$ cat config.mk
export PLATFORM = sky130hd
export DESIGN_NAME = sobel_kernel
export DESIGN_NICKNAME = d
export VERILOG_FILES = /design/src/sv/sobel_pkg.sv /design/src/sv/sobel_kernel.sv
export SDC_FILE = /design/constraint.sdc
export NUM_CORES = 1
export LEC_CHECK = 0
export ABC_CLOCK_PERIOD_IN_PS = 5500
export BUFFER_PORTS_ARGS = -buffer_cell sky130_fd_sc_hd__buf_2
export CAP_MARGIN = 0
export CORE_MARGIN = 4
export CORE_UTILIZATION = 56
export CTS_CLUSTER_DIAMETER = 30
export DETAILED_ROUTE_END_ITERATION = 12
export PLACE_DENSITY = 0.75
export SYNTH_ARGS = -nofsm -noshare
export SYNTH_HDL_FRONTEND = slang
export SYNTH_SLANG_ARGS = --single-unit
$ cat constraint.sdc
create_clock -name clk_i -period 5.5 [get_ports clk_i]
set_input_delay 0.55 -clock clk_i [delete_from_list [all_inputs] [get_ports clk_i]]
set_output_delay 0.55 -clock clk_i [all_outputs]
set_load 0.02 [all_outputs]
$ cat src/sv/sobel_pkg.sv
// Shared types and constants for the Sobel edge magnitude block.
// No dependencies; sobel_edge_magnitude, sobel_lines and sobel_kernel import this package, sobel_ram does not.
`default_nettype none
package sobel_pkg;

  localparam int MaxWidth  = 2048;
  localparam int MaxHeight = 2048;

  localparam int ChanW    = 8;
  localparam int PixW     = 3 * ChanW;
  localparam int CoordW   = 11;
  localparam int SizeW    = 12;
  localparam int LineAddrW = $clog2(MaxWidth);
  localparam int CfgIdxW  = 1;
  localparam int OutDataW = 48;

  localparam logic [SizeW-1:0] MinSize     = SizeW'(3);
  localparam logic [SizeW-1:0] WidthReset  = SizeW'(640);
  localparam logic [SizeW-1:0] HeightReset = SizeW'(480);

  // Configuration register indexes.
  localparam logic [CfgIdxW-1:0] RegFrameWidth  = 1'b0;
  localparam logic [CfgIdxW-1:0] RegFrameHeight = 1'b1;

  typedef logic [PixW-1:0] pix_t;

  // Position and border information that travels with each pixel.
  typedef struct packed {
    logic              interior;
    logic [CoordW-1:0] row;
    logic [CoordW-1:0] col;
  } meta_t;

endpackage
`default_nettype wire

$ cat src/sv/sobel_kernel.sv
// 3x3 window, per-channel Sobel magnitude and the output register.
// Depends on sobel_pkg.
`default_nettype none
module sobel_kernel (
  input  wire logic                            clk_i,
  input  wire logic                            rst_ni,
  input  wire logic                            in_valid_i,
  output      logic                            in_ready_o,
  input  wire sobel_pkg::pix_t                 top_i,
  input  wire sobel_pkg::pix_t                 mid_i,
  input  wire sobel_pkg::pix_t                 bot_i,
  input  wire sobel_pkg::meta_t                meta_i,
  output      logic                            m_axis_tvalid,
  input  wire logic                            m_axis_tready,
  // Fields from bit 0: blue_edge, green_edge, red_edge, centre_row, centre_col, zero pad.
  output      logic [sobel_pkg::OutDataW-1:0]  m_axis_tdata,
  // Field: interior.
  output      logic [0:0]                      m_axis_tuser
);
  import sobel_pkg::*;

  function automatic logic [ChanW-1:0] chan_edge(
    input logic [ChanW-1:0] t0, input logic [ChanW-1:0] t1, input logic [ChanW-1:0] t2,
    input logic [ChanW-1:0] m0, input logic [ChanW-1:0] m2,
    input logic [ChanW-1:0] b0, input logic [ChanW-1:0] b1, input logic [ChanW-1:0] b2
  );
    logic [ChanW+1:0] gy_p, gy_n, gx_p, gx_n, ay, ax;
    logic [ChanW+2:0] sum;
    logic [ChanW:0]   quot;
    gy_p = {2'b00, b0} + {1'b0, b1, 1'b0} + {2'b00, b2};
    gy_n = {2'b00, t0} + {1'b0, t1, 1'b0} + {2'b00, t2};
    gx_p = {2'b00, t2} + {1'b0, m2, 1'b0} + {2'b00, b2};
    gx_n = {2'b00, t0} + {1'b0, m0, 1'b0} + {2'b00, b0};
    ay   = (gy_p >= gy_n) ? (gy_p - gy_n) : (gy_n - gy_p);
    ax   = (gx_p >= gx_n) ? (gx_p - gx_n) : (gx_n - gx_p);
    sum  = {1'b0, ay} + {1'b0, ax};
    quot = sum[ChanW+2:2];
    return quot[ChanW] ? {ChanW{1'b1}} : quot[ChanW-1:0];
  endfunction

  // Window indexed [channel][row top..bottom][column left..right].
  logic [ChanW-1:0] win_q [3][3][3];
  meta_t            meta2_q;
  logic             v2_q;
  logic             v3_q;
  meta_t            meta3_q;
  logic [ChanW-1:0] edge_q [3];
  logic [ChanW-1:0] edge_d [3];
  logic             rdy2, rdy3, load;

  assign rdy3       = !v3_q || m_axis_tready;
  assign rdy2       = !v2_q || rdy3;
  assign in_ready_o = rdy2;
  assign load       = in_valid_i && rdy2;

  always_ff @(posedge clk_i or negedge rst_ni) begin
    if (!rst_ni) begin
      v2_q  <= 1'b0;
      v3_q  <= 1'b0;
      win_q <= '{default: '0};
    end else begin
      if (rdy2) begin
        v2_q <= in_valid_i;
      end
      if (rdy3) begin
        v3_q <= v2_q;
      end
      if (load) begin
        for (int ch = 0; ch < 3; ch++) begin
          for (int r = 0; r < 3; r++) begin
            win_q[ch][r][0] <= win_q[ch][r][1];
            win_q[ch][r][1] <= win_q[ch][r][2];
          end
          win_q[ch][0][2] <= top_i[ch*ChanW +: ChanW];
          win_q[ch][1][2] <= mid_i[ch*ChanW +: ChanW];
          win_q[ch][2][2] <= bot_i[ch*ChanW +: ChanW];
        end
      end
    end
  end

  always_comb begin
    for (int ch = 0; ch < 3; ch++) begin
      edge_d[ch] = meta2_q.interior
                 ? chan_edge(win_q[ch][0][0], win_q[ch][0][1], win_q[ch][0][2],
                             win_q[ch][1][0], win_q[ch][1][2],
                             win_q[ch][2][0], win_q[ch][2][1], win_q[ch][2][2])
                 : '0;
    end
  end

  always_ff @(posedge clk_i) begin
    if (load) begin
      meta2_q <= meta_i;
    end
    if (rdy3 && v2_q) begin
      meta3_q <= meta2_q;
      edge_q  <= edge_d;
    end
  end

  assign m_axis_tvalid = v3_q;
  assign m_axis_tuser  = meta3_q.interior;
  assign m_axis_tdata  = {2'b00, meta3_q.col, meta3_q.row, edge_q[2], edge_q[1], edge_q[0]};

  a_border_is_zero: assert property (@(posedge clk_i) disable iff (!rst_ni)
    (v3_q && !meta3_q.interior) |-> (m_axis_tdata == '0))
    else $error("border result carries nonzero fields");

  a_out_from_window: assert property (@(posedge clk_i) disable iff (!rst_ni)
    $rose(v3_q) |-> $past(v2_q))
    else $error("output became valid without a window item");

  a_load_fills_window: assert property (@(posedge clk_i) disable iff (!rst_ni)
    load |=> v2_q)
    else $error("window stage lost a loaded item");

endmodule
`default_nettype wire
==> results.md <==
* Layout cell share with drive strength beyond 1 at 24.5%
* Area of the die at 0.0421 mm^2
* Clock insertion delay at the later pin of the skew report at 0.59 ns
* First-pass GRT wire length at 93.2 mm
* Max Clock Freq at 172 MHz
* Data required time of the critical path at 5.83 ns
* Routed wire length at 58.0 mm
* TritonCTS clock tree: yes
* Flip-flop and latch count after synthesis at 288
* Antenna violations before repair at 0
* Vias after detailed routing at 18.1k
* Most common library cell in the layout ignoring fill and taps: sky130_fd_sc_hd__nand2_1
* Hold Violations, Final at 0
* Final min period at 5.80 ns
* Arrival time at the worst endpoint at 6.13 ns
* # IOs at 150
* Number of clock sinks at 288
* Largest net degree at the start of global routing at 144
* Post-route clock skew at 0.0200 ns
* RSZ-0062 raised after global routing: true
* Sum of negative setup slack at -2.83 ns
* Number of diodes at 0
* Kind of path behind the tightest hold check: input pin to flop
* Worst slack after detailed placement at -0.278 ns
* Fin worst setup slack at -0.303 ns
* Final core occ at 74.1%
* Post-synthesis sequential area ratio at 34.7%
* Die Span X at 205 um
* Detailed Routing Iterations Pass 1 at 5
* Main flop type after synthesis: sky130_fd_sc_hd__dfrtp_1
* Global placer's final weighted congestion at 0.945
* Residual antenna-violating net count after detailed routing at 0
* Distinct cell type count after synthesis at 66
* Maximum fanout encountered on the critical timing path at 7
* Share of the synthesized area in the top cell type at 25.0%
* Slew of the pin with the lowest slew margin at 0.899 ns
* Wire per inst at 17.4 um
* Number of fill cells in the layout at 2723
* Critical path origin: win_q[49]
* CP Launch Type: flop
* Grt ovf at 0
* Number of synthesis warnings at 0
* Root Driver: sky130_fd_sc_hd__clkbuf_16
* Biggest area contributors in the synthesized netlist: sky130_fd_sc_hd__dfrtp_1 25%, sky130_fd_sc_hd__ha_1 14%, sky130_fd_sc_hd__nand2_1 11%, sky130_fd_sc_hd__fa_1 9.9%, sky130_fd_sc_hd__edfxtp_1 9.7%
* Effective utilization at floorplan at 57.3%
* Final-report max-slew violation count at 0
* Site row count at 71
* Top library cells by usage in the layout, fill and taps aside: 640 x sky130_fd_sc_hd__nand2_1, 245 x sky130_fd_sc_hd__buf_4, 234 x sky130_fd_sc_hd__ha_1
* Async set-or-reset flop fraction in the synthesized netlist at 75.7%
* Result of the run: finished, violations left
* Relative max-transition margin at 40.0%
* Area occupied by registers at 0.00756 mm^2
* Clock-pin transition on the worst setup and hold timing paths at 0.05 ns
* Count of port buffers added during placement at 147
* All-layer global routing usage at 27.3%
* Crit-path leading delay family: compound AO/OA/AOI/OAI gates
* Violated checks: setup timing
* Routed via count divided by cell count at 5.44
* Multi-input logic area at 0.0140 mm^2
* CP max stage cell: sky130_fd_sc_hd__fa_1
* Average size of a mapped cell at 9.21 um^2
* Post-layout instance area at 0.0282 mm^2
* Cell accounting for the most synthesized area: sky130_fd_sc_hd__dfrtp_1
* Endpoint class of the critical path: flop
* Startpoint of the worst hold path: meta_i[16]
* Syn-to-layout area delta at 29.3%
* Final worst-path cycle share at 106%
* Cells after synthesis at 2365
* Highest cell delay on the worst timing path at 0.51 ns
* Worst reg2reg path startpoint: win_q[49]
* DRC marker count from the first detailed-route iteration at 1056
* CTS Buf Count at 70
* Via count of the first global-routing pass at 18.6k
* Height of the die at 205 um
* Number of buffers and inverters on the critical path at 3
* Final HPWL from detailed placement at 41.6 mm
* Critical path start-end classification: flop to flop
* Number of remaining DRC errors at 0
* H-tree lvl count at 3
* Count of flip-flops with a built-in enable after synthesis at 70
* Final Setup Violations at 21
* Max-capacitance violation count at 0
* Core Footprint at 0.0380 mm^2
* Cell area after technology mapping at 0.0218 mm^2
* Maximum count of clock buffers along a single path at 3
* # nets final at 3222
* Area after DPL at 0.0246 mm^2
stage by stage:
stage	cells	hold slack [ns]
floorplan	2366	0.254
global placement	3156	0.401
detailed placement	3156	0.405
CTS	3311	0.113
global route	3334	0.108
finish	3334	0.137
cell type report:
| cell class | count | area share, % |
|---|---|---|
| clock buffer | 88 | 6.86 |
| clock inverter | 41 | 1.90 |
| inverter | 194 | 2.61 |
| multi-input combinational | 1804 | 49.6 |
| sequential | 288 | 26.8 |
| tap | 511 | 2.27 |
| timing repair buffer | 408 | 9.94 |
registers in the layout (all words and copies together) (netlist names):
signal / cells
m_axis_tdata: 46
m_axis_tuser: 1
m_axis_tvalid: 1
meta2_q: 23
v2_q: 1
win_q: 216
logic make-up (layout without fill, tap and decap cells):
kind of cell | count (synthesis) | in the layout | synth area share [%]
other | 1 | 2 | 0.0172
flip-flops | 288 | 288 | 34.7
XOR/XNOR | 152 | 152 | 6.11
AO/OA/AOI/OAI | 446 | 446 | 13.2
multiplexers | 42 | 42 | 1.95
adder cells (fa/ha/maj) | 357 | 357 | 24.2
buffers and inverters | 274 | 731 | 4.77
AND/OR/NAND/NOR | 805 | 805 | 15.0
synthesized netlist by cell type, types with 17 or more instances:
cell,instances
sky130_fd_sc_hd__edfxtp_1,70
sky130_fd_sc_hd__a21oi_1,112
sky130_fd_sc_hd__mux2i_1,39
sky130_fd_sc_hd__fa_1,108
sky130_fd_sc_hd__a21o_1,86
sky130_fd_sc_hd__a31oi_1,32
sky130_fd_sc_hd__o21ai_1,44
sky130_fd_sc_hd__nor2_1,56
sky130_fd_sc_hd__o211ai_1,17
sky130_fd_sc_hd__ha_1,249
sky130_fd_sc_hd__o21ai_0,55
sky130_fd_sc_hd__nand2_1,643
sky130_fd_sc_hd__xnor2_1,88
sky130_fd_sc_hd__clkbuf_1,62
sky130_fd_sc_hd__inv_1,192
sky130_fd_sc_hd__xor2_1,64
sky130_fd_sc_hd__dfrtp_1,218
sky130_fd_sc_hd__nor3_1,18
sky130_fd_sc_hd__o21a_1,27
path summary, 6_finish.rpt:
kind	to	slack, ns	depth (start not counted)
setup / recovery	m_axis_tdata[16]	-0.30	25
min in group asynchronous	v2_q	0.49	2
max in group asynchronous	win_q[59]	3.75	3
setup reg to reg	m_axis_tdata[16]	-0.30	25
hold / removal	meta2_q[16]	0.14	1
hold reg to reg	m_axis_tdata[33]	0.41	0
metal layers:
layer / track usage [%] / share of wire, %
met1: 35.6 / 43
met2: 47.6 / 51
met3: 3.69 / 3.4
met4: 8.64 / 2.7
met5: 0 / 0
what timing repair did:
action / 4_1_cts / 5_1_grt
setup buffers: 30 / 24
hold endpoints to repair: 41 / 0
pin swaps: 78 / 81
resized for setup: 74 / 69
setup endpoints to repair: 23 / 24
hold buffers: 1 / 0
Power is left out: the tool's default activity adds up to more than one toggle a clock period on the data nets, which glitch-free logic cannot reach.
